$ cat src/design/ddge_pkg.sv
package ddge_pkg;

    localparam int MAX_DIGITS = 5;
    localparam int VALUE_BITS = 16;

    localparam int CNT_W   = 3;
    localparam int CFG_W   = 3;
    localparam int CFG_IDX_W = 2;
    localparam int DIGIT_W = 4;
    localparam int X_W     = 8;
    localparam int Y_W     = 8;
    localparam int TAG_W   = 2;
    localparam int GX_W    = 9;
    localparam int TILE_W  = 8;

    localparam int TILE_BASE = 88;
    localparam int X_STEP    = 8;
    localparam int COUNT_RESET = 3;

    localparam logic [CFG_IDX_W-1:0] REG_DIGIT_COUNT = CFG_IDX_W'(0);
    localparam logic [CFG_IDX_W-1:0] REG_ZERO_FILL   = CFG_IDX_W'(1);

    function automatic logic [63:0] pow10(input int p);
        logic [63:0] r;
        r = 64'd1;
        for (int i = 0; i < p; i++)
        begin
            r = r * 64'd10;
        end
        return r;
    endfunction

    // Saturated value is below 10^MAX_DIGITS.
    localparam int SAT_W = $clog2(pow10(MAX_DIGITS));
    localparam int CMP_W = (SAT_W > VALUE_BITS) ? SAT_W : VALUE_BITS;
    localparam int IDX_W = (MAX_DIGITS > 1) ? $clog2(MAX_DIGITS) : 1;

    // Reciprocal of ten, exact floor for every value below 2^SAT_W.
    localparam int DIV_SHIFT = SAT_W + 4;
    localparam int RECIP_W   = DIV_SHIFT - 2;
    localparam logic [63:0] RECIP = ((64'd1 << DIV_SHIFT) / 64'd10) + 64'd1;
    localparam int PROD_W    = SAT_W + RECIP_W;

    typedef logic [MAX_DIGITS-1:0][DIGIT_W-1:0] ddge_digits_t;

    typedef struct packed {
        logic [SAT_W-1:0] rem;
        ddge_digits_t     digits;
        logic [CNT_W-1:0] n;
        logic [X_W-1:0]   sx;
        logic [Y_W-1:0]   sy;
        logic [TAG_W-1:0] tag;
    } ddge_item_t;

    function automatic logic [CNT_W-1:0] clamp_count(input logic [CNT_W-1:0] n);
        logic [CNT_W-1:0] r;
        r = n;
        if (n == '0)
        begin
            r = CNT_W'(1);
        end
        else if (int'(n) > MAX_DIGITS)
        begin
            r = CNT_W'(MAX_DIGITS);
        end
        return r;
    endfunction

    // Largest value shown in n digit positions.
    function automatic logic [SAT_W-1:0] digit_limit(input logic [CNT_W-1:0] n);
        logic [63:0] r;
        r = 64'd0;
        for (int i = 1; i <= MAX_DIGITS; i++)
        begin
            if (int'(n) == i)
            begin
                r = pow10(i) - 64'd1;
            end
        end
        return r[SAT_W-1:0];
    endfunction

endpackage

$ cat src/design/ddge_cell.sv
module ddge_cell import ddge_pkg::*;
(
    input  logic       clk,
    input  logic       rst_n,
    input  logic       in_valid,
    output logic       in_ready,
    input  ddge_item_t in_item,
    output logic       out_valid,
    input  logic       out_ready,
    output ddge_item_t out_item
);

    logic              valid_reg;
    logic              valid_next;
    ddge_item_t        item_reg;
    logic [PROD_W-1:0] prod;
    logic [SAT_W-1:0]  quot;
    logic [SAT_W-1:0]  times10;
    logic [SAT_W-1:0]  rest;

    assign in_ready  = !valid_reg || out_ready;
    assign out_valid = valid_reg;

    always_comb
    begin
        prod    = PROD_W'(item_reg.rem) * PROD_W'(RECIP[RECIP_W-1:0]);
        quot    = SAT_W'(prod >> DIV_SHIFT);
        times10 = SAT_W'({quot, 3'b000}) + SAT_W'({quot, 1'b0});
        rest    = item_reg.rem - times10;

        // Drop the low digit into the top slot and shift the rest down.
        out_item     = item_reg;
        out_item.rem = quot;
        for (int i = 0; i < MAX_DIGITS - 1; i++)
        begin
            out_item.digits[i] = item_reg.digits[i+1];
        end
        out_item.digits[MAX_DIGITS-1] = rest[DIGIT_W-1:0];

        valid_next = in_ready ? in_valid : valid_reg;
    end

    always_ff @(posedge clk or negedge rst_n)
    begin
        if (!rst_n)
        begin
            valid_reg <= 1'b0;
        end
        else
        begin
            valid_reg <= valid_next;
        end
    end

    always_ff @(posedge clk)
    begin
        if (in_valid && in_ready)
        begin
            item_reg <= in_item;
        end
    end

endmodule

$ cat src/design/ddge_emit.sv
module ddge_emit import ddge_pkg::*;
(
    input  logic              clk,
    input  logic              rst_n,
    input  logic              zero_fill,
    input  logic              in_valid,
    output logic              in_ready,
    input  ddge_item_t        in_item,
    output logic              out_valid,
    input  logic              out_ready,
    output logic [GX_W-1:0]   glyph_x,
    output logic [Y_W-1:0]    glyph_y,
    output logic [TILE_W-1:0] tile_index,
    output logic [TAG_W-1:0]  target_out,
    output logic              last
);

    logic               busy_reg,    busy_next;
    logic               out_valid_reg, out_valid_next;
    logic [CNT_W-1:0]   pos_reg,     pos_next;
    logic [CNT_W-1:0]   n_reg,       n_next;
    ddge_digits_t       digits_reg,  digits_next;
    logic [GX_W-1:0]    x_reg,       x_next;
    logic [Y_W-1:0]     y_reg,       y_next;
    logic [TAG_W-1:0]   tag_reg,     tag_next;
    logic               showing_reg, showing_next;

    logic [GX_W-1:0]    gx_reg;
    logic [Y_W-1:0]     gy_reg;
    logic [TILE_W-1:0]  tile_reg;
    logic [TAG_W-1:0]   tgt_reg;
    logic               last_reg;

    logic [IDX_W-1:0]   idx;
    logic [DIGIT_W-1:0] digit;
    logic [TILE_W-1:0]  tile;
    logic               final_pos;
    logic               show;
    logic               out_free;
    logic               step;
    logic               load;

    assign out_valid  = out_valid_reg;
    assign glyph_x    = gx_reg;
    assign glyph_y    = gy_reg;
    assign tile_index = tile_reg;
    assign target_out = tgt_reg;
    assign last       = last_reg;

    always_comb
    begin
        idx       = IDX_W'(n_reg - pos_reg - CNT_W'(1));
        digit     = digits_reg[idx];
        tile      = TILE_W'({digit, 3'b000}) + TILE_W'(TILE_BASE);
        final_pos = (pos_reg == n_reg - CNT_W'(1));
        show      = showing_reg || (digit != '0) || final_pos;
        out_free  = !out_valid_reg || out_ready;
        step      = busy_reg && out_free;
        in_ready  = !busy_reg || (step && final_pos);
        load      = in_valid && in_ready;

        busy_next    = busy_reg;
        pos_next     = pos_reg;
        n_next       = n_reg;
        digits_next  = digits_reg;
        x_next       = x_reg;
        y_next       = y_reg;
        tag_next     = tag_reg;
        showing_next = showing_reg;

        // Every digit position takes one step; blanked ones only advance x.
        if (step)
        begin
            pos_next     = pos_reg + CNT_W'(1);
            x_next       = x_reg + GX_W'(X_STEP);
            showing_next = showing_reg || show;
            if (final_pos)
            begin
                busy_next = 1'b0;
            end
        end

        out_valid_next = out_valid_reg && !out_ready;
        if (step && show)
        begin
            out_valid_next = 1'b1;
        end

        if (load)
        begin
            busy_next    = 1'b1;
            pos_next     = '0;
            n_next       = in_item.n;
            digits_next  = in_item.digits;
            x_next       = {1'b0, in_item.sx};
            y_next       = in_item.sy;
            tag_next     = in_item.tag;
            showing_next = zero_fill;
        end
    end

    always_ff @(posedge clk or negedge rst_n)
    begin
        if (!rst_n)
        begin
            busy_reg      <= 1'b0;
            out_valid_reg <= 1'b0;
        end
        else
        begin
            busy_reg      <= busy_next;
            out_valid_reg <= out_valid_next;
        end
    end

    always_ff @(posedge clk)
    begin
        pos_reg     <= pos_next;
        n_reg       <= n_next;
        digits_reg  <= digits_next;
        x_reg       <= x_next;
        y_reg       <= y_next;
        tag_reg     <= tag_next;
        showing_reg <= showing_next;
        if (step && show)
        begin
            gx_reg   <= x_reg;
            gy_reg   <= y_reg;
            tile_reg <= tile;
            tgt_reg  <= tag_reg;
            last_reg <= final_pos;
        end
    end

endmodule

$ cat src/design/decimal_digit_glyph_emitter_top.sv
// Decimal digit glyph emitter.
// Input channel (in_valid/in_ready) takes one beat per number: value, start_x,
// start_y and target. Output channel (out_valid/out_ready) gives one beat per
// shown digit glyph, most significant first, with last on the final digit.
// The value is saturated to the largest number that fits in digit_count
// positions; leading zeros are blanked unless zero_fill is set.
// Configuration: cfg_wr_en with cfg_index (0 digit_count, 1 zero_fill) and
// cfg_data; write only while the block is idle.
// A row of MAX_DIGITS divide-by-ten cells peels off one digit per cell per
// cycle unless back pressure holds the row; the glyph stage then steps
// through every digit position of a number in turn, blanked leading ones
// included, so n positions (n = digit_count clamped to 1..MAX_DIGITS) per
// number set the throughput.
// The next number is taken on the cycle the last position is stepped.
// Reset clears all valid flags and sets digit_count to 3, zero_fill to 0.
// When the receiver stalls, the output beat holds, the glyph stage stops, and
// back pressure fills the cell row before in_ready drops.
module decimal_digit_glyph_emitter_top import ddge_pkg::*;
(
    input  logic                  clk,
    input  logic                  rst_n,
    input  logic                  cfg_wr_en,
    input  logic [CFG_IDX_W-1:0]  cfg_index,
    input  logic [CFG_W-1:0]      cfg_data,
    input  logic                  in_valid,
    output logic                  in_ready,
    input  logic [VALUE_BITS-1:0] value,
    input  logic [X_W-1:0]        start_x,
    input  logic [Y_W-1:0]        start_y,
    input  logic [TAG_W-1:0]      target,
    output logic                  out_valid,
    input  logic                  out_ready,
    output logic [GX_W-1:0]       glyph_x,
    output logic [Y_W-1:0]        glyph_y,
    output logic [TILE_W-1:0]     tile_index,
    output logic [TAG_W-1:0]      target_out,
    output logic                  last
);

    logic [CNT_W-1:0] digit_count_reg, digit_count_next;
    logic             zero_fill_reg,   zero_fill_next;

    logic [CNT_W-1:0] n_clamp;
    logic [SAT_W-1:0] limit;
    logic [CMP_W-1:0] val_ext;
    logic [CMP_W-1:0] lim_ext;
    ddge_item_t       front_item;

    logic       [MAX_DIGITS:0] chain_valid;
    logic       [MAX_DIGITS:0] chain_ready;
    ddge_item_t [MAX_DIGITS:0] chain_item;

    always_comb
    begin
        digit_count_next = digit_count_reg;
        zero_fill_next   = zero_fill_reg;
        if (cfg_wr_en)
        begin
            unique case (cfg_index)
                REG_DIGIT_COUNT: digit_count_next = cfg_data;
                REG_ZERO_FILL:   zero_fill_next   = cfg_data[0];
                default:         ;
            endcase
        end
    end

    always_ff @(posedge clk or negedge rst_n)
    begin
        if (!rst_n)
        begin
            digit_count_reg <= CNT_W'(COUNT_RESET);
            zero_fill_reg   <= 1'b0;
        end
        else
        begin
            digit_count_reg <= digit_count_next;
            zero_fill_reg   <= zero_fill_next;
        end
    end

    // Saturate on the way in.
    always_comb
    begin
        n_clamp = clamp_count(digit_count_reg);
        limit   = digit_limit(n_clamp);
        val_ext = CMP_W'(value);
        lim_ext = CMP_W'(limit);

        front_item.rem    = SAT_W'((val_ext > lim_ext) ? lim_ext : val_ext);
        front_item.digits = '0;
        front_item.n      = n_clamp;
        front_item.sx     = start_x;
        front_item.sy     = start_y;
        front_item.tag    = target;
    end

    assign chain_valid[0] = in_valid;
    assign in_ready       = chain_ready[0];
    assign chain_item[0]  = front_item;

    for (genvar k = 0; k < MAX_DIGITS; k++)
    begin : g_cell
        ddge_cell u_cell
        (
            .clk       (clk),
            .rst_n     (rst_n),
            .in_valid  (chain_valid[k]),
            .in_ready  (chain_ready[k]),
            .in_item   (chain_item[k]),
            .out_valid (chain_valid[k+1]),
            .out_ready (chain_ready[k+1]),
            .out_item  (chain_item[k+1])
        );
    end

    ddge_emit u_emit
    (
        .clk        (clk),
        .rst_n      (rst_n),
        .zero_fill  (zero_fill_reg),
        .in_valid   (chain_valid[MAX_DIGITS]),
        .in_ready   (chain_ready[MAX_DIGITS]),
        .in_item    (chain_item[MAX_DIGITS]),
        .out_valid  (out_valid),
        .out_ready  (out_ready),
        .glyph_x    (glyph_x),
        .glyph_y    (glyph_y),
        .tile_index (tile_index),
        .target_out (target_out),
        .last       (last)
    );

endmodule

$ cat config.mk
export PLATFORM = sky130hd
export DESIGN_NAME = decimal_digit_glyph_emitter_top
export DESIGN_NICKNAME = d
export VERILOG_FILES = /design/src/design/ddge_pkg.sv /design/src/design/ddge_cell.sv /design/src/design/ddge_emit.sv /design/src/design/decimal_digit_glyph_emitter_top.sv
export SDC_FILE = /design/constraint.sdc
export NUM_CORES = 1
export LEC_CHECK = 0
export ABC_CLOCK_PERIOD_IN_PS = 6000
export BUFFER_PORTS_ARGS = -buffer_cell sky130_fd_sc_hd__buf_2
export CORE_UTILIZATION = 58
export CTS_CLUSTER_DIAMETER = 150
export CTS_CLUSTER_SIZE = 30
export DETAILED_ROUTE_END_ITERATION = 8
export PLACE_DENSITY = 0.87
export RECOVER_POWER = 100
export SLEW_MARGIN = 20
export SYNTH_ARGS = -nofsm -noshare
export SYNTH_HDL_FRONTEND = slang
export SYNTH_SLANG_ARGS = --single-unit
$ cat constraint.sdc
create_clock -name clk -period 6 [get_ports clk]
set_clock_uncertainty 0.15 [all_clocks]
set_input_delay 0.3 -clock clk [delete_from_list [all_inputs] [get_ports clk]]
set_output_delay 0.3 -clock clk [all_outputs]
set_load 0.005 [all_outputs]
==> run metrics, run 1 <==
CP Max Fanout 3; library cells used by synthesis 62; fin crit period between 6 and 7 ns; Max-slew headroom a little over a third; largest net degree at the start of global routing 46; yosys warns 0; Hold WS -0.00142 ns; antenna-violating nets left 0; run status finished, violations left; CP endpoint kind register; Setup Slack @ Placement -0.210 ns; initial antenna violation count 0; fin crit share 101%; clk_lat worst skew around 0.50 ns; Slew Viols, Final 0; Data arrival, critical path roughly 6.2 ns; Buf+Inv Stages, Crit Path 4; Syn Area/Cell approximately 12 µm²; vias in the first global route approximately 14,000; sequential fraction of the synthesis area 37.8%; Clock Pin Slew Worst Setup and Hold Paths approximately 0.12 ns; post-route setup TNS -0.204 ns; layout cells sized above 1 a little over a tenth; total congestion overflow 0; initial core utilization approximately three fifths; Async SR Flop Fraction under 10%; CP top delay family adder cells; Max Cap Viol 0; H-tree depth 1; Die ar. a little under 0.04 mm²; failing checks hold timing, setup timing; Util after Layout about two thirds; hpwl dp 35,000 µm; Slowest cell on crit path fa_1; unrepaired setup endpoints after global routing yes; CP Cell Sequence ha_4 > inv_2 > fa_1 > inv_1 > fa_1 > fa_1 > fa_1 > inv_1 > fa_1 > inv_2 > ha_4 > and4_1 > a31oi_1 > a31o_1 > a31oi_2 > nand2b_4 > a21oi_2 > nor2b_1 > nor2_1 > xnor2_2 > ha_4 > nand2_2 > nand2_1 > xnor2_1; post-DR vias/cell roughly 5.5; CTS Buf Count 13; WP data required 6.11 ns; Setup violations, final 4; Antenna Cells 0; fmax approximately 160 MHz; Ports 74; critical path class register to register; Area Overhead vs Synth 11.4%; detailed-route via count 13,562; Total GRT Usage a little under a quarter; Post-route DRC 0; DIE WIDTH between 150 and 200 µm; most frequent CP cell fa_1; placed cell areas between 0.02 and 0.025 mm²; Port-buffer cells 70; routed wire length between 40,000 and 50,000 µm; Iter 0 DRT Violations 809; Die Y between 150 and 200 µm; GP Congestion 0.944; final hold violations 1; clock buffer depth 3; CTS root buffer clkbuf_16; drt wl/cell 18.8 µm; first-pass GRT wire length roughly 71,000 µm; final setup margin -0.0891 ns; Post-Syn Instances approximately 1,800; synthesis-stage register bit count 282; number of synthesized flops with an enable pin around 270; CP Launch Type register; Post-Syn Area around 0.022 mm²; top_reg_cell synth edfxtp_1; 1st-pass router iterations 8; max FFs per register 145; HP Class input port to register; TritonCTS clock tree yes; Final nets approximately 2,600; # clock sinks about 280; fin area around 0.025 mm²; crit-path max cell delay approximately 0.52 ns; row count ~70; Worst-Margin Slew between 0.9 and 1 ns; CORE AREA approximately 0.038 mm²
## synth_stat cells (3+ instances only)
cell type / number / area, µm²
mux2_2: 9 / 101
or2_2: 8 / 50.1
fa_1: 197 / 3940
nor3b_1: 3 / 22.5
nand3_1: 14 / 70.1
nor2b_1: 14 / 87.6
or3_1: 5 / 31.3
nor2_1: 50 / 188
edfxtp_1: 267 / 8020
dfxtp_1: 4 / 80.1
xor2_1: 22 / 193
a211oi_1: 7 / 52.6
a21oi_1: 40 / 200
ha_1: 422 / 5280
dfrtp_1: 9 / 225
nor3_1: 11 / 55.1
xnor2_1: 58 / 508
mux2i_1: 4 / 40.0
o21ai_1: 5 / 25.0
and3_1: 5 / 31.3
a21boi_0: 3 / 22.5
nand4_1: 8 / 50.1
o21a_1: 7 / 52.6
a21o_1: 23 / 173
nand2b_1: 10 / 62.6
o21ai_0: 32 / 160
nand2_1: 54 / 203
a31oi_1: 5 / 31.3
o21bai_1: 4 / 30.0
buf_4: 3 / 22.5
inv_1: 433 / 1630
and2_1: 10 / 62.6
mux4_2: 4 / 90.1
## metal layers
metal | global-route usage [%] | part of all wire (%) | wire (µm)
met1 | 29.1 | 39 | 18200
met2 | 42.8 | 53 | 24600
met3 | 2.34 | 4.5 | 2110
met4 | 7.87 | 4.0 | 1870
met5 | 0 | 0 | 0
## worst reg2reg max path, stage by stage, from the launching register on
cell and delay (ns):
edfxtp_1 0.48, ha_4 0.31, inv_2 0.04, fa_1 0.52
inv_1 0.05, fa_1 0.48, fa_1 0.51, fa_1 0.52
inv_1 0.05, fa_1 0.49, inv_2 0.05, ha_4 0.26
and4_1 0.19, a31oi_1 0.10, a31o_1 0.20, a31oi_2 0.20
nand2b_4 0.17, a21oi_2 0.06, nor2b_1 0.12, nor2_1 0.08
xnor2_2 0.23, ha_4 0.26, nand2_2 0.06, nand2_1 0.08
xnor2_1 0.18
## repair_timing
action | CTS | global route
pin swaps | 22 | 34
hold buffers | 29 | 0
hold endpoints to repair | 40 | 0
resized for setup | 23 | 45
endpoints found under the setup margin | 12 | 20
setup buffers | 8 | 22
## cell usage in the layout (no fill, tap or decap), types with 11 or more instances in the layout
cell           count
nor3_1            11
ha_4              17
a21oi_1           34
buf_4             71
nand3_1           14
nor2_1            50
xor2_1            22
nor2b_1           13
a21o_1            23
o21ai_0           26
edfxtp_1         267
clkbuf_1          39
xnor2_1           54
clkbuf_16         13
dlygate4sd3_1     29
fa_1             193
buf_2             36
inv_1            427
nand2_1           53
ha_1             401
## logic make-up after synthesis
logic type | Yosys count | synth area share [%]
fa+ha+maj | 619 | 41.6
buf+inv | 440 | 7.51
flops | 282 | 37.8
simple gates | 201 | 4.45
compound gates | 146 | 4.37
xor+xnor | 81 | 3.26
mux | 17 | 1.04
other cells | 2 | 0.0339
## worst paths after layout
| path | end | from | cells after the start | slack (ns) |
|---|---|---|---|---|
| setup / recovery | g_cell[1].u_cell.out_item[36]$_DFFE_PP_ | g_cell[0].u_cell.item_reg[43]$_DFFE_PP_ | 24 | -0.09 |
| hold / removal | g_cell[0].u_cell.item_reg[47]$_DFFE_PP_ | value[6] | 2 | -0.001 |
| setup reg to reg | g_cell[1].u_cell.out_item[36]$_DFFE_PP_ | g_cell[0].u_cell.item_reg[43]$_DFFE_PP_ | 24 | -0.09 |
| hold reg to reg | u_emit.n_reg[0]$_DFFE_PP_ | g_cell[4].u_cell.out_item[18]$_DFFE_PP_ | 0 | 0.27 |
| max in group asynchronous | u_emit.busy_reg$_DFFE_PN0P_ | rst_n | 2 | 4.94 |
| min in group asynchronous | g_cell[0].u_cell.out_valid$_DFFE_PN0N_ | rst_n | 2 | 0.25 |
## layout make-up
class | instances | area (µm²)
fillers | 2607 | 12900
multi-input cells | 1068 | 12500
flip-flops and latches | 282 | 8380
inverters | 433 | 1630
repair buffers | 172 | 1160
well taps | 511 | 639
clock buffers | 18 | 344
clock inverters | 2 | 28.8
## stage by stage
stage               hold WS, ns  cells
finish                 -0.00142   2486
global route            0.00353   2486
CTS                     0.00682   2463
detailed placement       0.0424   2406
global placement         0.0313   2406
floorplan                -0.146   1790
Power of run 1 is left out: the tool's default activity adds up to more than one toggle a clock period on the data nets, which glitch-free logic cannot reach.
==> run 2, diff against run 1 <==
--- a/config.mk
+++ b/config.mk
@@ -7,6 +7,7 @@
 export LEC_CHECK = 0
 export ABC_CLOCK_PERIOD_IN_PS = 6000
 export BUFFER_PORTS_ARGS = -buffer_cell sky130_fd_sc_hd__buf_2
+export CAP_MARGIN = 20
 export CORE_UTILIZATION = 58
 export CTS_CLUSTER_DIAMETER = 150
 export CTS_CLUSTER_SIZE = 30
@@ -17,3 +18,4 @@
 export SYNTH_ARGS = -nofsm -noshare
 export SYNTH_HDL_FRONTEND = slang
 export SYNTH_SLANG_ARGS = --single-unit
+export TNS_END_PERCENT = 1
==> run metrics, run 2 (synthesized netlist as in run 1, its figures left out) <==
total congestion overflow 0 (unchanged); CTS root buffer clkbuf_16; initial antenna violation count 0 (unchanged); fmax 165 MHz (+0.30%); HP Class input port to register; Area Overhead vs Synth 10.4%; Setup Slack @ Placement -0.210 ns (unchanged); unrepaired setup endpoints after global routing yes; CP Launch Type register; post-route setup TNS -0.139 ns (+0.0649 ns); run status finished, violations left; drt wl/cell 18.4 µm (-2.3%); HP Start value[6]; Die Y 198 µm (unchanged); Max Cap Viol 7 (+7); DIE WIDTH 198 µm (unchanged); hpwl dp 35,000 µm (unchanged); Data arrival, critical path 6.19 ns (about the same); CP Cell Sequence ha_4 > inv_1 > fa_1 > inv_1 > fa_1 > fa_1 > fa_1 > inv_1 > fa_1 > inv_2 > ha_4 > and4_1 > a31oi_1 > a31o_1 > a31oi_2 > nand2b_4 > a21oi_2 > nor2b_1 > nor2_1 > xnor2_2 > ha_4 > xnor2_2 > xnor2_1 > xnor2_1; R2R Setup Slk -0.07 ns (+0.02 ns); clock buffer depth 3 (unchanged); Critical R2R Capture g_cell[1].u_cell.out_item[36]$_DFFE_PP_; fin crit share 101% (-0.30 points); # clock sinks 282 (unchanged); final setup margin -0.0711 ns (+0.0180 ns); crit-path max cell delay 0.54 ns (+0.02 ns); WP data required 6.12 ns (about the same); clk_lat worst skew 0.50 ns (about the same); row count 71 (unchanged); GP Congestion 0.944 (unchanged); hold depth 2 (unchanged); fin crit period 6.07 ns (-0.0180 ns); routed wire length 45,600 µm (-2.6%); placed cell count 2,406 (unchanged); Max-slew headroom -78.9% (-110 points); Antenna Cells 0 (unchanged); Worst-Margin Slew 2.68 ns (+1.70 ns); CTS Buf Count 13 (unchanged); largest net degree at the start of global routing 46 (unchanged); 1st-pass router iterations 8 (unchanged); Worst Hold End g_cell[0].u_cell.item_reg[47]$_DFFE_PP_; Die ar. 0.0390 mm² (unchanged); most frequent CP cell fa_1; first-pass GRT wire length 71,000 µm (-0.61%); most common cell after layout, fill and taps aside inv_1; Final nets 2,625 (-0.30%); Total GRT Usage 23.4% (-0.13 points); failing checks capacitance limit, slew limit, setup timing; Clock Pin Slew Worst Setup and Hold Paths 0.12 ns (about the same); most frequent cells in the layout inv_1 (428), ha_1 (410), edfxtp_1 (267); initial core utilization 58.9% (unchanged); Iter 0 DRT Violations 831 (+2.7%); layout cells sized above 1 8.59% (-2.2 points); final hold violations 0 (-1); Slew Viols, Final 247 (+247); Setup violations, final 3 (-1); Hold WS 0.00194 ns (+0.00336 ns); detailed-route via count 13,400 (-1.2%); R2R Path Start g_cell[0].u_cell.item_reg[47]$_DFFE_PP_; TritonCTS clock tree yes; CORE AREA 0.0377 mm² (unchanged); Worst Reg-to-Reg Cells 24 (unchanged); Post-route DRC 0 (unchanged); Slowest cell on crit path fa_1; fin cells 2,478 (-0.32%); antenna-violating nets left 0 (unchanged); vias in the first global route 14,195 (-0.61%); CP endpoint kind register; CP Max Fanout 3 (unchanged); H-tree depth 1 (unchanged); critical path class register to register; max FFs per register 145 (unchanged); Ports 74 (unchanged); Port-buffer cells 70 (unchanged); post-DR vias/cell 5.41 (-0.88%)
run 2: cell types whose count changed in the layout (fill, tap and decap cells not counted), sizes merged:
cell | previous run | this run
buf | 109 | 93
clkbuf | 52 | 60
run 2: per-layer routing:
layer	wire length, µm	up-vias	GRT usage [%]
li1	-	6265	-
met1	18000	6627	29.0
met2	23900	374	42.6
met3	1930	134	2.37
met4	1700	0	7.69
met5	0	-	0
run 2: worst max-delay path, delay by kind of cell, from the launching register on:
kind	cells	cell delay, ns
buffers and inverters	4	0.21
and+or+nand+nor	4	0.56
DFF	1	0.50
xor gates and xnor gates	4	0.58
adders and majority gates	8	3.25
AOI/OAI and AO/OA	4	0.57
run 2: area by class of cell:
class | instances | area [µm²]
inverter | 433 | 1630
clock buffer | 18 | 344
timing repair buffer | 164 | 1070
clock inverter | 2 | 28.8
sequential | 282 | 8380
fill | 2649 | 13200
tap | 511 | 639
multi-input combinational | 1068 | 12400
run 2: what timing repair did:
action,4_1_cts,5_1_grt
hold buffers,29,0
hold endpoints to repair,40,0
pin swaps,21,23
setup endpoints to repair,12,21
resized for setup,21,28
setup buffers,4,18
run 2: how the worst max path moves through the flow:
stage | start | endpoint | slack [ns] | cells past startpoint
6_report | g_cell[0].u_cell.item_reg[47]$_DFFE_PP_ | g_cell[1].u_cell.out_item[36]$_DFFE_PP_ | -0.07 | 24
4_1_cts | g_cell[0].u_cell.item_reg[51]$_DFFE_PP_ | g_cell[1].u_cell.out_item[36]$_DFFE_PP_ | -0.02 | 24
2_1_floorplan | g_cell[0].u_cell.item_reg[42]$_DFFE_PP_ | g_cell[1].u_cell.out_item[36]$_DFFE_PP_ | 0.04 | 24
5_1_grt | g_cell[0].u_cell.item_reg[42]$_DFFE_PP_ | g_cell[1].u_cell.out_item[36]$_DFFE_PP_ | -0.28 | 25
3_5_place_dp | g_cell[0].u_cell.item_reg[47]$_DFFE_PP_ | g_cell[1].u_cell.out_item[36]$_DFFE_PP_ | -0.21 | 24
3_3_place_gp | g_cell[0].u_cell.item_reg[47]$_DFFE_PP_ | g_cell[1].u_cell.item_reg[54]$_DFFE_PP_ | -0.05 | 21
run 2: through the flow:
| stage | util, % | area [µm²] |
|---|---|---|
| finish | 65.0 | 24500 |
| global route | 65.0 | 24500 |
| CTS | 64.5 | 24300 |
| detailed placement | 62.3 | 23500 |
| global placement | 62.3 | 23500 |
| floorplan | - | 22200 |
Power of run 2 is left out for the same reason.
==> run 3, diff against run 2 <==
--- a/config.mk
+++ b/config.mk
@@ -9,10 +9,11 @@
 export BUFFER_PORTS_ARGS = -buffer_cell sky130_fd_sc_hd__buf_2
 export CAP_MARGIN = 20
 export CORE_UTILIZATION = 58
+export CTS_BUF_LIST = sky130_fd_sc_hd__clkbuf_16
 export CTS_CLUSTER_DIAMETER = 150
 export CTS_CLUSTER_SIZE = 30
 export DETAILED_ROUTE_END_ITERATION = 8
-export PLACE_DENSITY = 0.87
+export PLACE_DENSITY_LB_ADDON = 0.05
 export RECOVER_POWER = 100
 export SLEW_MARGIN = 20
 export SYNTH_ARGS = -nofsm -noshare
==> run metrics, run 3 (synthesized netlist as in run 1, its figures left out) <==
uppermost layer routed met5; routed wire length 40,400 µm (-11%); Met2 Wirelength 20,000 µm (-16%); # clock sinks 282 (unchanged); row count 71 (unchanged); Worst Reg-to-Reg Cells 22 (-8.3%); DIE WIDTH 198 µm (unchanged); final hold violations 0 (unchanged); hpwl dp 33,900 µm (-3.2%); TritonCTS clock tree yes; H-tree depth 1 (unchanged); first-pass GRT wire length 66,500 µm (-6.4%); Final nets 2,628 (+0.11%); most frequent cells in the layout inv_1 (433), ha_1 (409), edfxtp_1 (267); final setup margin -0.0260 ns (+0.0451 ns); Post-route DRC 0 (unchanged); detailed-route via count 12,730 (-5.0%); Setup violations, final 2 (-1); Setup crit start g_cell[0].u_cell.item_reg[47]$_DFFE_PP_; Slew Viols, Final 185 (-25%); Data arrival, critical path 6.11 ns (-0.08 ns); fin area 0.0245 mm² (about the same); Critical R2R Capture g_cell[1].u_cell.item_reg[50]$_DFFE_PP_; HP Start cfg_index[0]; R2R Setup Slk -0.03 ns (+0.05 ns); Iter 0 DRT Violations 477 (-43%); fin crit share 100% (-0.75 points); Die Y 198 µm (unchanged); vias in the first global route 13,433 (-5.4%); clk_lat worst skew 0.50 ns (about the same); R2R Path Start g_cell[0].u_cell.item_reg[47]$_DFFE_PP_; unrepaired setup endpoints after global routing yes; Max-slew headroom -83.0% (-4.1 points); CORE AREA 0.0377 mm² (unchanged); post-DR vias/cell 5.13 (-5.2%); fmax 166 MHz (+0.75%); max FFs per register 145 (unchanged); metal3 WL 1360 µm (-30%); layout cells sized above 1 8.67% (+0.080 points); CTS root buffer clkbuf_16; CTS Buf Count 13 (unchanged); initial core utilization 58.9% (unchanged); placed cell areas 0.0236 mm² (+0.48%); Clock Pin Slew Worst Setup and Hold Paths 0.13 ns (about the same); Max Cap Viol 5 (-2); hold depth 4 (+2); post-route setup TNS -0.0418 ns (+0.0975 ns); total congestion overflow 0 (unchanged); run status finished, violations left; WP data required 6.09 ns (-0.03 ns); CP endpoint kind register; Area Overhead vs Synth 10.3% (about the same); 1st-pass router iterations 5 (-3); CP Launch Type register; HP Class input port to register; DRT met1 WL 18,600 µm (+3.0%); critical path class register to register; failing checks capacitance limit, slew limit, setup timing; CP Max Fanout 5 (+2); fin crit period 6.03 ns (-0.0451 ns); Ports 74 (unchanged); Port-buffer cells 70 (unchanged); CP Capture Point g_cell[1].u_cell.item_reg[50]$_DFFE_PP_; Total GRT Usage 21.7% (-1.7 points); most common cell after layout, fill and taps aside inv_1; antenna-violating nets left 0 (unchanged); GP Congestion 0.914 (-3.2%); largest net degree at the start of global routing 43 (-6.5%); Antenna Cells 0 (unchanged); drt wl/cell 16.3 µm (-11%); initial antenna violation count 1 (+1); Worst-Margin Slew 2.74 ns (+0.0609 ns); Die ar. 0.0390 mm² (unchanged); clock buffer depth 3 (unchanged)
## run 3: how the worst min path moves through the flow
stage,endpoint,slack (ns)
after floorplan,digit_count_reg[2]$_DFFE_PN0P_,-0.15
after global routing,digit_count_reg[2]$_DFFE_PN0P_,0.03
after detailed placement,g_cell[4].u_cell.out_valid$_DFFE_PN0P_,0.06
after CTS,g_cell[0].u_cell.item_reg[52]$_SDFFCE_PN0P_,0.007
final,digit_count_reg[2]$_DFFE_PN0P_,0.03
after global placement,g_cell[3].u_cell.out_valid$_DFFE_PN0P_,0.05
## run 3: layer usage
metal | global-route usage [%] | up-vias
li1 | - | 6274
met1 | 29.8 | 6273
met2 | 37.6 | 147
met3 | 2.68 | 34
met4 | 3.10 | 2
met5 | 0 | -
## run 3: critical path, stage by stage, from the launching register on
cell,delay [ns]
edfxtp_1,0.53
ha_4,0.34
inv_4,0.04
fa_1,0.52
inv_2,0.05
fa_1,0.52
fa_1,0.43
fa_1,0.50
inv_1,0.05
fa_1,0.49
inv_2,0.05
ha_4,0.21
and4_1,0.19
a31oi_1,0.18
a31o_1,0.15
a31oi_2,0.06
buf_4,0.18
o311a_4,0.32
a31oi_4,0.31
buf_6,0.16
o21ai_2,0.07
buf_4,0.14
xor2_1,0.13
## run 3: what timing repair did
| action | CTS | global route |
|---|---|---|
| hold endpoints to repair | 42 | 0 |
| buffers inserted | 8 | 4 |
| resized for setup | 23 | 17 |
| endpoints found under the setup margin | 10 | 15 |
| hold buffers | 31 | 0 |
| pin swaps | 25 | 15 |
## run 3: metrics by stage
stage / hold WS, ns / cells / utilization [%] / setup WS, ns
floorplan: -0.146 / 1790 / - / 0.0414
CTS: 0.00668 / 2479 / 64.9 / 0.00289
global placement: 0.0501 / 2417 / 62.5 / -0.106
finish: 0.0276 / 2483 / 65.0 / -0.0260
global route: 0.0300 / 2483 / 65.0 / -0.232
detailed placement: 0.0576 / 2418 / 62.6 / -0.290
## run 3: final cells by class
type                       instances  area [µm²]
fill                            3021       13200
tap                              511         639
multi-input combinational       1068       12300
inverter                         433        1630
timing repair buffer             167        1120
sequential                       282        8380
clock buffer                      13         325
clock inverter                     9        55.1
Power of run 3 is left out for the same reason.
